$ cat src/design/p2c_pkg.sv
// Shared types, constants and the quarter-wave sine table for the polar-to-Cartesian converter.
// No dependencies; every other design file imports this package.
package p2c_pkg;

	// Default number of fractional bits on x_pos and y_pos
	localparam int FRAC_BITS_DEF = 8;

	// Field widths
	localparam int ANGLE_W = 9;
	localparam int MAG_W   = 16;
	localparam int POS_W   = 25;

	// Sine table format: unsigned Q30, 0 to 90 degrees inclusive
	localparam int TAB_FRAC    = 30;
	localparam int TAB_W       = TAB_FRAC + 1;
	localparam int TAB_DEPTH   = 91;
	localparam int IDX_W       = 7;
	localparam int PROD_W      = MAG_W + TAB_W;
	localparam logic [63:0] PI_Q30 = 64'd3373259426;
	localparam logic [TAB_W-1:0] ONE_Q30 = TAB_W'(1) << TAB_FRAC;

	// Angle reduction constants
	localparam logic [ANGLE_W-1:0] DEG_90  = ANGLE_W'(90);
	localparam logic [ANGLE_W-1:0] DEG_180 = ANGLE_W'(180);
	localparam logic [ANGLE_W-1:0] DEG_270 = ANGLE_W'(270);
	localparam logic [ANGLE_W-1:0] DEG_360 = ANGLE_W'(360);
	localparam logic [IDX_W-1:0]   IDX_90  = IDX_W'(90);

	typedef enum logic [1:0] {
		QUAD_0 = 2'd0,
		QUAD_1 = 2'd1,
		QUAD_2 = 2'd2,
		QUAD_3 = 2'd3
	} quad_t;

	typedef logic [TAB_W-1:0] sine_tab_t [0:TAB_DEPTH-1];

	// Reduced angle going from the reduce stage to the lookup stage
	typedef struct packed {
		logic             valid;
		quad_t            quad;
		logic [IDX_W-1:0] rem;
		logic [MAG_W-1:0] mag;
	} red_t;

	// Selected sine fractions and signs going to the scale stages
	typedef struct packed {
		logic             valid;
		logic             neg_x;
		logic             neg_y;
		logic [TAB_W-1:0] frac_x;
		logic [TAB_W-1:0] frac_y;
		logic [MAG_W-1:0] mag;
	} lkp_t;

	// Integer Taylor series of sin(k degrees) in Q30, evaluated at elaboration
	function automatic sine_tab_t build_sine_tab();
		sine_tab_t               tab;
		logic [63:0]             x;
		logic [63:0]             x2;
		logic [63:0]             term;
		logic signed [63:0]      acc;
		logic [63:0]             half;
		half = 64'd1 << (TAB_FRAC - 1);
		for (int k = 0; k < TAB_DEPTH; k++) begin
			x    = (64'(k) * PI_Q30 + 64'd90) / 64'd180;
			x2   = (x * x + half) >> TAB_FRAC;
			term = x;
			acc  = signed'(x);
			for (int n = 1; n <= 10; n++) begin
				term = (term * x2 + half) >> TAB_FRAC;
				// divide by (2n)(2n+1), rounded
				case (n)
					1:       term = (term + 64'd3) / 64'd6;
					2:       term = (term + 64'd10) / 64'd20;
					3:       term = (term + 64'd21) / 64'd42;
					4:       term = (term + 64'd36) / 64'd72;
					5:       term = (term + 64'd55) / 64'd110;
					6:       term = (term + 64'd78) / 64'd156;
					7:       term = (term + 64'd105) / 64'd210;
					8:       term = (term + 64'd136) / 64'd272;
					9:       term = (term + 64'd171) / 64'd342;
					default: term = (term + 64'd210) / 64'd420;
				endcase
				if (n[0])
					acc = acc - signed'(term);
				else
					acc = acc + signed'(term);
			end
			if (acc < 0)
				acc = 0;
			if (acc > signed'(64'd1 << TAB_FRAC))
				acc = signed'(64'd1 << TAB_FRAC);
			tab[k] = TAB_W'(acc);
		end
		return tab;
	endfunction

	localparam sine_tab_t SINE_TAB = build_sine_tab();

endpackage

$ cat src/design/p2c_reduce.sv
// Stage 1: folds the angle into 0..359 and splits it into quadrant and remainder.
// Depends on p2c_pkg.
module p2c_reduce
	import p2c_pkg::*;
(
	input  logic               clk,
	input  logic               arst_n,
	input  logic               in_valid,
	input  logic [ANGLE_W-1:0] angle_deg,
	input  logic [MAG_W-1:0]   magnitude,
	output red_t               red
);

	logic [ANGLE_W-1:0] ang_wrap;
	logic [ANGLE_W-1:0] rem_full;
	quad_t              quad;
	logic               valid_s1;
	quad_t              quad_s1;
	logic [IDX_W-1:0]   rem_s1;
	logic [MAG_W-1:0]   mag_s1;

	// 360..511 wrap to 0..151
	assign ang_wrap = (angle_deg >= DEG_360) ? angle_deg - DEG_360 : angle_deg;

	// quadrant and angle within it
	always_comb begin
		if (ang_wrap < DEG_90) begin
			quad     = QUAD_0;
			rem_full = ang_wrap;
		end else if (ang_wrap < DEG_180) begin
			quad     = QUAD_1;
			rem_full = ang_wrap - DEG_90;
		end else if (ang_wrap < DEG_270) begin
			quad     = QUAD_2;
			rem_full = ang_wrap - DEG_180;
		end else begin
			quad     = QUAD_3;
			rem_full = ang_wrap - DEG_270;
		end
	end

	always_ff @(posedge clk or negedge arst_n) begin
		if (!arst_n)
			valid_s1 <= 1'b0;
		else
			valid_s1 <= in_valid;
	end

	always_ff @(posedge clk) begin
		quad_s1 <= quad;
		rem_s1  <= rem_full[IDX_W-1:0];
		mag_s1  <= magnitude;
	end

	assign red = '{valid: valid_s1, quad: quad_s1, rem: rem_s1, mag: mag_s1};

endmodule

$ cat src/design/p2c_lookup.sv
// Stage 2: reads the quarter-wave sine table and picks fraction and sign per axis.
// Depends on p2c_pkg (table and types).
module p2c_lookup
	import p2c_pkg::*;
(
	input  logic clk,
	input  logic arst_n,
	input  red_t red,
	output lkp_t lkp
);

	logic [IDX_W-1:0] idx_x;
	logic [IDX_W-1:0] idx_y;
	logic             neg_x;
	logic             neg_y;
	logic             valid_s2;
	logic             neg_x_s2;
	logic             neg_y_s2;
	logic [TAB_W-1:0] frac_x_s2;
	logic [TAB_W-1:0] frac_y_s2;
	logic [MAG_W-1:0] mag_s2;

	// cos uses sin(90-r) in even quadrants, sin(r) in odd ones; y the other way round
	always_comb begin
		case (red.quad)
			QUAD_0: begin
				idx_x = IDX_90 - red.rem;
				idx_y = red.rem;
				neg_x = 1'b0;
				neg_y = 1'b0;
			end
			QUAD_1: begin
				idx_x = red.rem;
				idx_y = IDX_90 - red.rem;
				neg_x = 1'b1;
				neg_y = 1'b0;
			end
			QUAD_2: begin
				idx_x = IDX_90 - red.rem;
				idx_y = red.rem;
				neg_x = 1'b1;
				neg_y = 1'b1;
			end
			default: begin
				idx_x = red.rem;
				idx_y = IDX_90 - red.rem;
				neg_x = 1'b0;
				neg_y = 1'b1;
			end
		endcase
	end

	always_ff @(posedge clk or negedge arst_n) begin
		if (!arst_n)
			valid_s2 <= 1'b0;
		else
			valid_s2 <= red.valid;
	end

	always_ff @(posedge clk) begin
		frac_x_s2 <= SINE_TAB[idx_x];
		frac_y_s2 <= SINE_TAB[idx_y];
		neg_x_s2  <= neg_x;
		neg_y_s2  <= neg_y;
		mag_s2    <= red.mag;
	end

	assign lkp = '{valid: valid_s2, neg_x: neg_x_s2, neg_y: neg_y_s2,
		frac_x: frac_x_s2, frac_y: frac_y_s2, mag: mag_s2};

endmodule

$ cat src/design/p2c_scale.sv
// Stages 3 and 4: multiplies magnitude by the sine fractions, rounds and applies sign.
// Depends on p2c_pkg.
module p2c_scale
	import p2c_pkg::*;
#(
	parameter int FRAC_BITS = FRAC_BITS_DEF
) (
	input  logic                    clk,
	input  logic                    arst_n,
	input  lkp_t                    lkp,
	output logic                    out_valid,
	output logic signed [POS_W-1:0] x_out,
	output logic signed [POS_W-1:0] y_out
);

	localparam int SUM_W = PROD_W + FRAC_BITS;
	localparam int EXT_W = SUM_W + POS_W;
	localparam logic [SUM_W-1:0] HALF = SUM_W'(1) << (TAB_FRAC - 1);

	logic              valid_s3;
	logic              neg_x_s3;
	logic              neg_y_s3;
	logic [PROD_W-1:0] prod_x_s3;
	logic [PROD_W-1:0] prod_y_s3;
	logic [SUM_W-1:0]  sum_x;
	logic [SUM_W-1:0]  sum_y;
	logic [EXT_W-1:0]  ext_x;
	logic [EXT_W-1:0]  ext_y;
	logic [POS_W-1:0]  rnd_x;
	logic [POS_W-1:0]  rnd_y;
	logic              valid_s4;
	logic [POS_W-1:0]  x_s4;
	logic [POS_W-1:0]  y_s4;

	// stage 3: one multiplier per axis
	always_ff @(posedge clk or negedge arst_n) begin
		if (!arst_n)
			valid_s3 <= 1'b0;
		else
			valid_s3 <= lkp.valid;
	end

	always_ff @(posedge clk) begin
		prod_x_s3 <= PROD_W'(lkp.mag) * PROD_W'(lkp.frac_x);
		prod_y_s3 <= PROD_W'(lkp.mag) * PROD_W'(lkp.frac_y);
		neg_x_s3  <= lkp.neg_x;
		neg_y_s3  <= lkp.neg_y;
	end

	// stage 4: scale to FRAC_BITS, round half up, drop the Q30 fraction, wrap to 25 bits
	assign sum_x = {prod_x_s3, {FRAC_BITS{1'b0}}} + HALF;
	assign sum_y = {prod_y_s3, {FRAC_BITS{1'b0}}} + HALF;
	assign ext_x = EXT_W'(sum_x);
	assign ext_y = EXT_W'(sum_y);
	assign rnd_x = ext_x[TAB_FRAC+POS_W-1:TAB_FRAC];
	assign rnd_y = ext_y[TAB_FRAC+POS_W-1:TAB_FRAC];

	always_ff @(posedge clk or negedge arst_n) begin
		if (!arst_n)
			valid_s4 <= 1'b0;
		else
			valid_s4 <= valid_s3;
	end

	always_ff @(posedge clk) begin
		x_s4 <= neg_x_s3 ? POS_W'(0) - rnd_x : rnd_x;
		y_s4 <= neg_y_s3 ? POS_W'(0) - rnd_y : rnd_y;
	end

	assign out_valid = valid_s4;
	assign x_out     = signed'(x_s4);
	assign y_out     = signed'(y_s4);

endmodule

$ cat src/design/polar_to_cartesian_top.sv
// Top level of the polar-to-Cartesian converter: reduce, lookup and scale stages.
// Depends on p2c_pkg, p2c_reduce, p2c_lookup and p2c_scale.

// Converts a lidar sample (angle_deg in whole degrees, magnitude unsigned) into
// x_pos = magnitude*cos and y_pos = magnitude*sin, signed with FRAC_BITS fractional
// bits, rounded to nearest. Angles 360..511 wrap modulo 360. An item is taken on
// every clock edge where start is high; busy is always low, so one item per cycle
// is sustained. Each result passes through the four register stages: angle reduction,
// sine table read, multiply, and round/sign. It is marked by a one-cycle done strobe
// and must be captured then: there is no backpressure.
module polar_to_cartesian_top
	import p2c_pkg::*;
#(
	parameter int FRAC_BITS = FRAC_BITS_DEF
) (
	input  logic                    clk,
	input  logic                    arst_n,
	input  logic                    start,
	output logic                    busy,
	input  logic [ANGLE_W-1:0]      angle_deg,
	input  logic [MAG_W-1:0]        magnitude,
	output logic                    done,
	output logic signed [POS_W-1:0] x_pos,
	output logic signed [POS_W-1:0] y_pos
);

	red_t red;
	lkp_t lkp;

	// fully pipelined, never stalls
	assign busy = 1'b0;

	p2c_reduce u_reduce (
		.clk       (clk),
		.arst_n    (arst_n),
		.in_valid  (start),
		.angle_deg (angle_deg),
		.magnitude (magnitude),
		.red       (red)
	);

	p2c_lookup u_lookup (
		.clk    (clk),
		.arst_n (arst_n),
		.red    (red),
		.lkp    (lkp)
	);

	p2c_scale #(
		.FRAC_BITS (FRAC_BITS)
	) u_scale (
		.clk       (clk),
		.arst_n    (arst_n),
		.lkp       (lkp),
		.out_valid (done),
		.x_out     (x_pos),
		.y_out     (y_pos)
	);

`ifndef NO_ASSERTIONS
	// every result comes from an item taken earlier at the input
	a_latency: assert property (@(posedge clk) disable iff (!arst_n)
		done |-> $past(start, 4))
		else $error("done without an item four cycles earlier");

	// every item produces its result
	a_no_loss: assert property (@(posedge clk) disable iff (!arst_n)
		start |-> ##4 done)
		else $error("item lost in the pipeline");

	// zero range gives an exact origin, no negative zero
	a_zero_mag: assert property (@(posedge clk) disable iff (!arst_n)
		(start && magnitude == '0) |-> ##4 (x_pos == '0 && y_pos == '0))
		else $error("zero magnitude did not give zero coordinates");

	// a bearing of zero lies on the x axis
	a_on_axis: assert property (@(posedge clk) disable iff (!arst_n)
		(start && angle_deg == '0) |-> ##4 (y_pos == '0 && !x_pos[POS_W-1]))
		else $error("zero bearing left the positive x axis");
`endif

endmodule

$ cat config.mk
export PLATFORM = sky130hd
export DESIGN_NAME = polar_to_cartesian_top
export DESIGN_NICKNAME = d
export VERILOG_FILES = /design/src/design/p2c_pkg.sv /design/src/design/p2c_reduce.sv /design/src/design/p2c_lookup.sv /design/src/design/p2c_scale.sv /design/src/design/polar_to_cartesian_top.sv
export SDC_FILE = /design/constraint.sdc
export NUM_CORES = 2
export LEC_CHECK = 0
export ABC_AREA = 1
export BUFFER_PORTS_ARGS = -buffer_cell sky130_fd_sc_hd__buf_4
export CORE_ASPECT_RATIO = 1.25
export CORE_MARGIN = 1
export CORE_UTILIZATION = 40
export CTS_CLUSTER_SIZE = 30
export DETAILED_ROUTE_END_ITERATION = 16
export PLACE_DENSITY_LB_ADDON = 0.25
export SLEW_MARGIN = 40
export SYNTH_ARGS = -nofsm -noshare
export SYNTH_HDL_FRONTEND = slang
export SYNTH_SLANG_ARGS = --single-unit
$ cat constraint.sdc
create_clock -name clk -period 17.9 [get_ports clk]
set_input_delay 0.895 -clock clk [delete_from_list [all_inputs] [get_ports clk]]
set_output_delay 0.895 -clock clk [all_outputs]
set_load 0.02 [all_outputs]
* Word level (Yosys, flattened, before mapping)
Memories as Yosys holds them, arrays and structs flattened. A register that Yosys moved wholly into a read port is not among the register bits. Cells that the tools add are included.
Storage, ports and cells: flip-flop bits (word level) 193, bits in read-only memories 7936, bits of input ports 28, output and inout port bits 52, logic and storage cells 55, memories 2
Operators by class: add/sub/neg operators 9, multipliers 2, $lt $le $gt $ge 4, equality and inequality tests 2, multiplexer cells 12, bitwise logic cells 2, reductions and logical operators 5
Memories:
- (name not given) | depth 128, width 31, rd ports 1, clocked after memory_dff 1, wr ports 0, RTL line p2c_lookup.sv:61 | frac_x_s2 <= SINE_TAB[idx_x];
- (name not given) | depth 128, width 31, rd ports 1, clocked after memory_dff 1, wr ports 0, RTL line p2c_lookup.sv:62 | frac_y_s2 <= SINE_TAB[idx_y];
Operators by type and width (count):
- $add 55x30->55 const B | 2
- $mul 16x31->47 | 2
- $mux 25 | 2
- $sub 1x25->25 const A | 2
- $mux 7 | 5
- $not 7->8 | 2
- $ge 9x9->1 const B | 1
- $lt 9x7->1 const B | 1
- $lt 9x8->1 const B | 1
- $lt 9x9->1 const B | 1
- $mux 9 | 1
- $sub 9x9->9 const B | 1
- $reduce_or 2->1 | 4
- $sub 7x4->7 const B | 1
- $sub 7x6->7 const B | 1
- $sub 7x7->7 const A | 1
- $sub 7x7->7 const B | 1
- $mux 1 | 4
- $eq 2x1->1 const B | 1
- $eq 2x2->1 const B | 1
- $logic_not 2->1 | 1

* Longest topological paths before layout
depth after elaboration 6, depth in mapped cells 28, mapped depth without buffers 26

* Cells and area by module
Synthesis repeated with hierarchy kept, for this count alone.
Second synthesis, totals: cell total of the unflattened synthesis 7239, area total of the unflattened synthesis 49174.7 µm²
Modules (own cells, without submodules):
- p2c_scale | instances 1, cells an instance 5250, area an instance 38074.0 µm², sequential area each 2132.0 µm²
- p2c_lookup | instances 1, cells an instance 1791, area an instance 9564.2 µm², sequential area each 1626.6 µm²
- p2c_reduce | instances 1, cells an instance 196, area an instance 1525.2 µm², sequential area each 525.5 µm²
- polar_to_cartesian_top | instances 1, cells an instance 2, area an instance 11.3 µm², sequential area each 0.0 µm²

* Worst setup path before layout
OpenSTA, ideal clock, no wires.
path type reg-to-reg, from reg u_lookup.mag_s2[1], to reg u_scale.prod_x_s3[39], setup time 72 ps, arrival time 5613 ps, required time 17828 ps, path slack 12215 ps, stages on the path, launching flop included 26, buffers on the path 3, period minus slack after synthesis 5685 ps, cell sequence dfxtp_1 -> buf_2 -> clkbuf_1 -> clkbuf_1 -> nand2_1 -> fa_1 -> inv_1 -> fa_1 -> inv_1 -> fa_1 -> inv_1 -> fa_1 -> fa_1 -> inv_1 -> fa_1 -> inv_1 -> ha_1 -> nand2_1 -> nor2_1 -> inv_1 -> nor2_1 -> inv_1 -> nor4_1 -> nand3_1 -> nand4_1 -> xor2_1
On the way: longest elaborated chain between the ends 1
RTL lines:
- start: declaration | RTL line p2c_lookup.sv:21 | logic [MAG_W-1:0] mag_s2;
- start signal: assignment | RTL line p2c_lookup.sv:65 | mag_s2 <= red.mag;
- $mul 16x31->47 | RTL line p2c_scale.sv:44 | prod_x_s3 <= PROD_W'(lkp.mag) * PROD_W'(lkp.frac_x);
- end signal: assignment | RTL line p2c_scale.sv:44
- end: declaration | RTL line p2c_scale.sv:23 | logic [PROD_W-1:0] prod_x_s3;
No other way between the ends. A chain may end at the register's enable or synchronous reset.

* Worst setup path in the final report
from reg u_lookup.mag_s2[7], to reg u_scale.prod_y_s3[39]
On the way: longest elaborated chain between the ends 1
RTL lines:
- $mul 16x31->47 | RTL line p2c_scale.sv:45 | prod_y_s3 <= PROD_W'(lkp.mag) * PROD_W'(lkp.frac_y);
- end signal: assignment | RTL line p2c_scale.sv:45
- end: declaration | RTL line p2c_scale.sv:24 | logic [PROD_W-1:0] prod_y_s3;
No other way between the ends.

==> out/qor.csv <==
stage;metric;value;unit
status;outcome;finished clean;
layout;stdcell_area;50100;um2
yosys;syn_nets;7883;
yosys;syn_area;47400;um2
yosys;synth-edff-count;0;
drt;first_pass_iters;6;
drt;num_vias;43303;
yosys;yosysWarnings;0;
sta;worst_pin_slew;918;ps
clock_tree;clock-sinks;213;
yosys;yosys_most_used_dff;dfxtp_1;
sta;skew;26.2;ps
clock_tree;path_clk_slew;60;ps
sta;slew-limit-headroom;38.7;%
clock_tree;ctsHoldBuffers;0;
sta;fin_crit;6530;ps
yosys;syn_area_per_cell;7.00;um2
layout;fillerInstances;12431;
critical_path;path_class;reg -> reg;
grt;grt_usage;28.2;%
critical_path;slowest_stage;buf_4;
yosys;ys_seq_area_share;9.05;%
critical_path;slowest_delay;720;ps
sta;drv_slew;0;
placement;dp_hpwl;125;mm
critical_path;critPathLaunchType;flop;
clock_tree;insertion_delay;640;ps
sta;rsz0062_at_grt;no;
placement;dpl_cell_area;49000;um2
flow_run;maxCapViolations;0;
layout;syn2layout_area_growth;5.90;%
die;start_util;40.5;%
clock_tree;cts-buffers-inserted;31;
grt;grt-ovfl-total;0;
layout;drive_above_1_share;5.15;%
clock_tree;clockRootBuffer;clkbuf_16;
grt;grt_pass1_vias;45382;
die;die_y;387;um
sta;fin_crit_sh;36.5;%
die;coreArea;117000;um2
critical_path;r2r_start;u_lookup.mag_s2[7];
die;rows;140;
clock_tree;tritoncts;done;
die;die_w;310;um
critical_path;crit_fanout;56;
grt;antenna_found_initial;1;
critical_path;r2r.worst_path.cells;19;
drt;first_iter_violations;3124;
drt;routedWlPerCell;20.2;um
drt;wl_met1;65.7;mm
critical_path;path_cells;buf_4 -> nand2_1 -> fa_1 -> inv_1 -> fa_1 -> fa_1 -> fa_1 -> fa_1 -> inv_1 -> fa_1 -> inv_1 -> ha_1 -> nand2_1 -> nor2_1 -> nand2_1 -> nor4_1 -> nand3_1 -> nand3_1 -> xor2_1;
yosys;ys_types;57;
yosys;synthArstFlopShare;1.88;%
layout;layout.nets;7721;
critical_path;reg2reg_to;u_scale.prod_y_s3[39];
placement;port_buffers;78;
drt;routed_via_density;5.29;
drt;drcViolationCount;0;
sta;finalSetupViolations;0;
clock_tree;cts.repair.resized;0;
drt;wl_met2;80.4;mm
clock_tree;htree_levels;1;
sta;max_freq;153;MHz
drt;route.met3.wl;10.2;mm
placement;place_congestion;1.02;
sta;setup_tns;0;ps
drt;drt_wl_total;165;mm
die;dieArea;120000;um2
die;ios;80;
critical_path;crit_required;18450;ps
clock_tree;postCtsSetupBuffers;0;
drt;top_layer;met4;
grt;grt_pass1_wl;261;mm
clock_tree;clockBufferDepth;3;
sta;finalHoldViolations;0;
yosys;synth-seq-cells;213;
critical_path;end_kind;flop;
yosys;syn_inst;6766;
critical_path;rrSetupSlack;11370;ps
critical_path;cp.arrival;7080;ps
grt;grt_max_degree;84;
worst_hold_path;hold_path.class;in -> async;
critical_path;path_common_cell;fa_1;
drt;route.antenna.remaining_nets;0;
cells in the final DEF (no fill, tap or decap), types with 17 or more instances in the layout:
cell type  netlist  layout
a21o_1          20      20
a21oi_1        215     215
a31oi_1         29      29
buf_4           26     118
clkbuf_16        0      31
dfxtp_1        209     156
dfxtp_2          0      53
fa_1           806     806
ha_1           283     283
inv_1         1586    1586
inv_2           17      17
nand2_1       1956    1954
nand2_2         26      27
nand3_1        274     274
nand4_1         45      45
nor2_1         331     330
nor2_2          24      25
nor3_1          32      32
o211ai_1        50      50
o21ai_0        238     237
o21ai_1         47      47
xnor2_1         32      32
xor2_1          78      78
registers in the layout, summed over array words and instances, names as in the netlist, 2 cells and up:
name and cells:
u_scale.prod_y_s3 26, u_scale.x_out 25, u_reduce.quad_s1 2, u_scale.y_out 25, u_lookup.mag_s2 16, u_scale.prod_x_s3 26, u_reduce.mag_s1 16, u_reduce.rem_s1 7
u_lookup.frac_y_s2 31, u_lookup.frac_x_s2 31
kinds of logic (layout without fill, tap and decap cells):
logic type      after synthesis  count (layout)  share of synthesized area (%)
other cells                   1               2                        0.00792
simple gates               2734            2734                           23.4
xor+xnor                    111             111                           2.07
buf+inv                    1935            1794                           15.7
flops                       213             213                           9.05
fa+ha+maj                  1089            1089                           41.6
compound gates              683             683                           8.19
routing by layer:
layer / track usage (%) / up-vias
li1: - / 19666
met1: 34.8 / 21413
met2: 48.3 / 1768
met3: 3.23 / 456
met4: 13.7 / 0
met5: 0 / -
per-stage QoR:
| step | std cells | utilization, % | hold slack, ps | worst slack (ps) |
|---|---|---|---|---|
| 2_1_floorplan | 6766 | - | 310 | 12220 |
| 3_3_place_gp | 8127 | 41.8 | 310 | 11410 |
| 3_5_place_dp | 8131 | 41.9 | 313 | 11460 |
| 4_1_cts | 8185 | 42.8 | 11.0 | 11450 |
| 5_1_grt | 8187 | 42.9 | 25.0 | 11030 |
| 6_report | 8188 | 42.9 | 55.6 | 11370 |
worst max-delay path: cells and delay by family (launching register included):
family / cells / cell delay (ps)
adders and majority gates: 7 / 3420
and+or+nand+nor: 7 / 1480
buffers and inverters: 4 / 890
DFF: 1 / 400
xor gates and xnor gates: 1 / 190
how the worst max path moves through the flow:
stage	depth (start not counted)	slack, ps	from	endpoint
3_3_place_gp	21	11410	u_lookup.mag_s2[6]	u_scale.prod_y_s3[39]
4_1_cts	21	11450	u_lookup.mag_s2[5]	u_scale.prod_y_s3[39]
6_report	19	11370	u_lookup.mag_s2[7]	u_scale.prod_y_s3[39]
2_1_floorplan	25	12220	u_lookup.mag_s2[1]	u_scale.prod_x_s3[39]
5_1_grt	21	11030	u_lookup.mag_s2[7]	u_scale.prod_x_s3[40]
3_5_place_dp	19	11460	u_lookup.mag_s2[7]	u_scale.prod_y_s3[39]
synthesized netlist by cell type, types with 47 or more instances:
cell type / instances / area [um2]
nand2_1: 1956 / 7340
nor2_1: 331 / 1240
inv_1: 1586 / 5950
o21ai_1: 47 / 235
dfxtp_1: 209 / 4180
a21oi_1: 215 / 1080
o211ai_1: 50 / 375
fa_1: 806 / 16100
ha_1: 283 / 3540
xor2_1: 78 / 683
buf_2: 49 / 245
clkbuf_1: 246 / 923
o21ai_0: 238 / 1190
nand3_1: 274 / 1370
final cells by class:
type	instances	area (um2)	area share (%)
Clock buffer	35	831	1.66
Antenna cell	1	2.50	0.00499
Sequential cell	213	4350	8.68
Timing Repair Buffer	132	1100	2.20
Multi-Input combinational cell	4618	35600	71.1
Tap cell	1562	1950	3.90
Inverter	1608	6040	12.0
Clock inverter	19	219	0.437
Power is left out: the tool's default activity adds up to more than one toggle a clock period on the data nets, which glitch-free logic cannot reach.
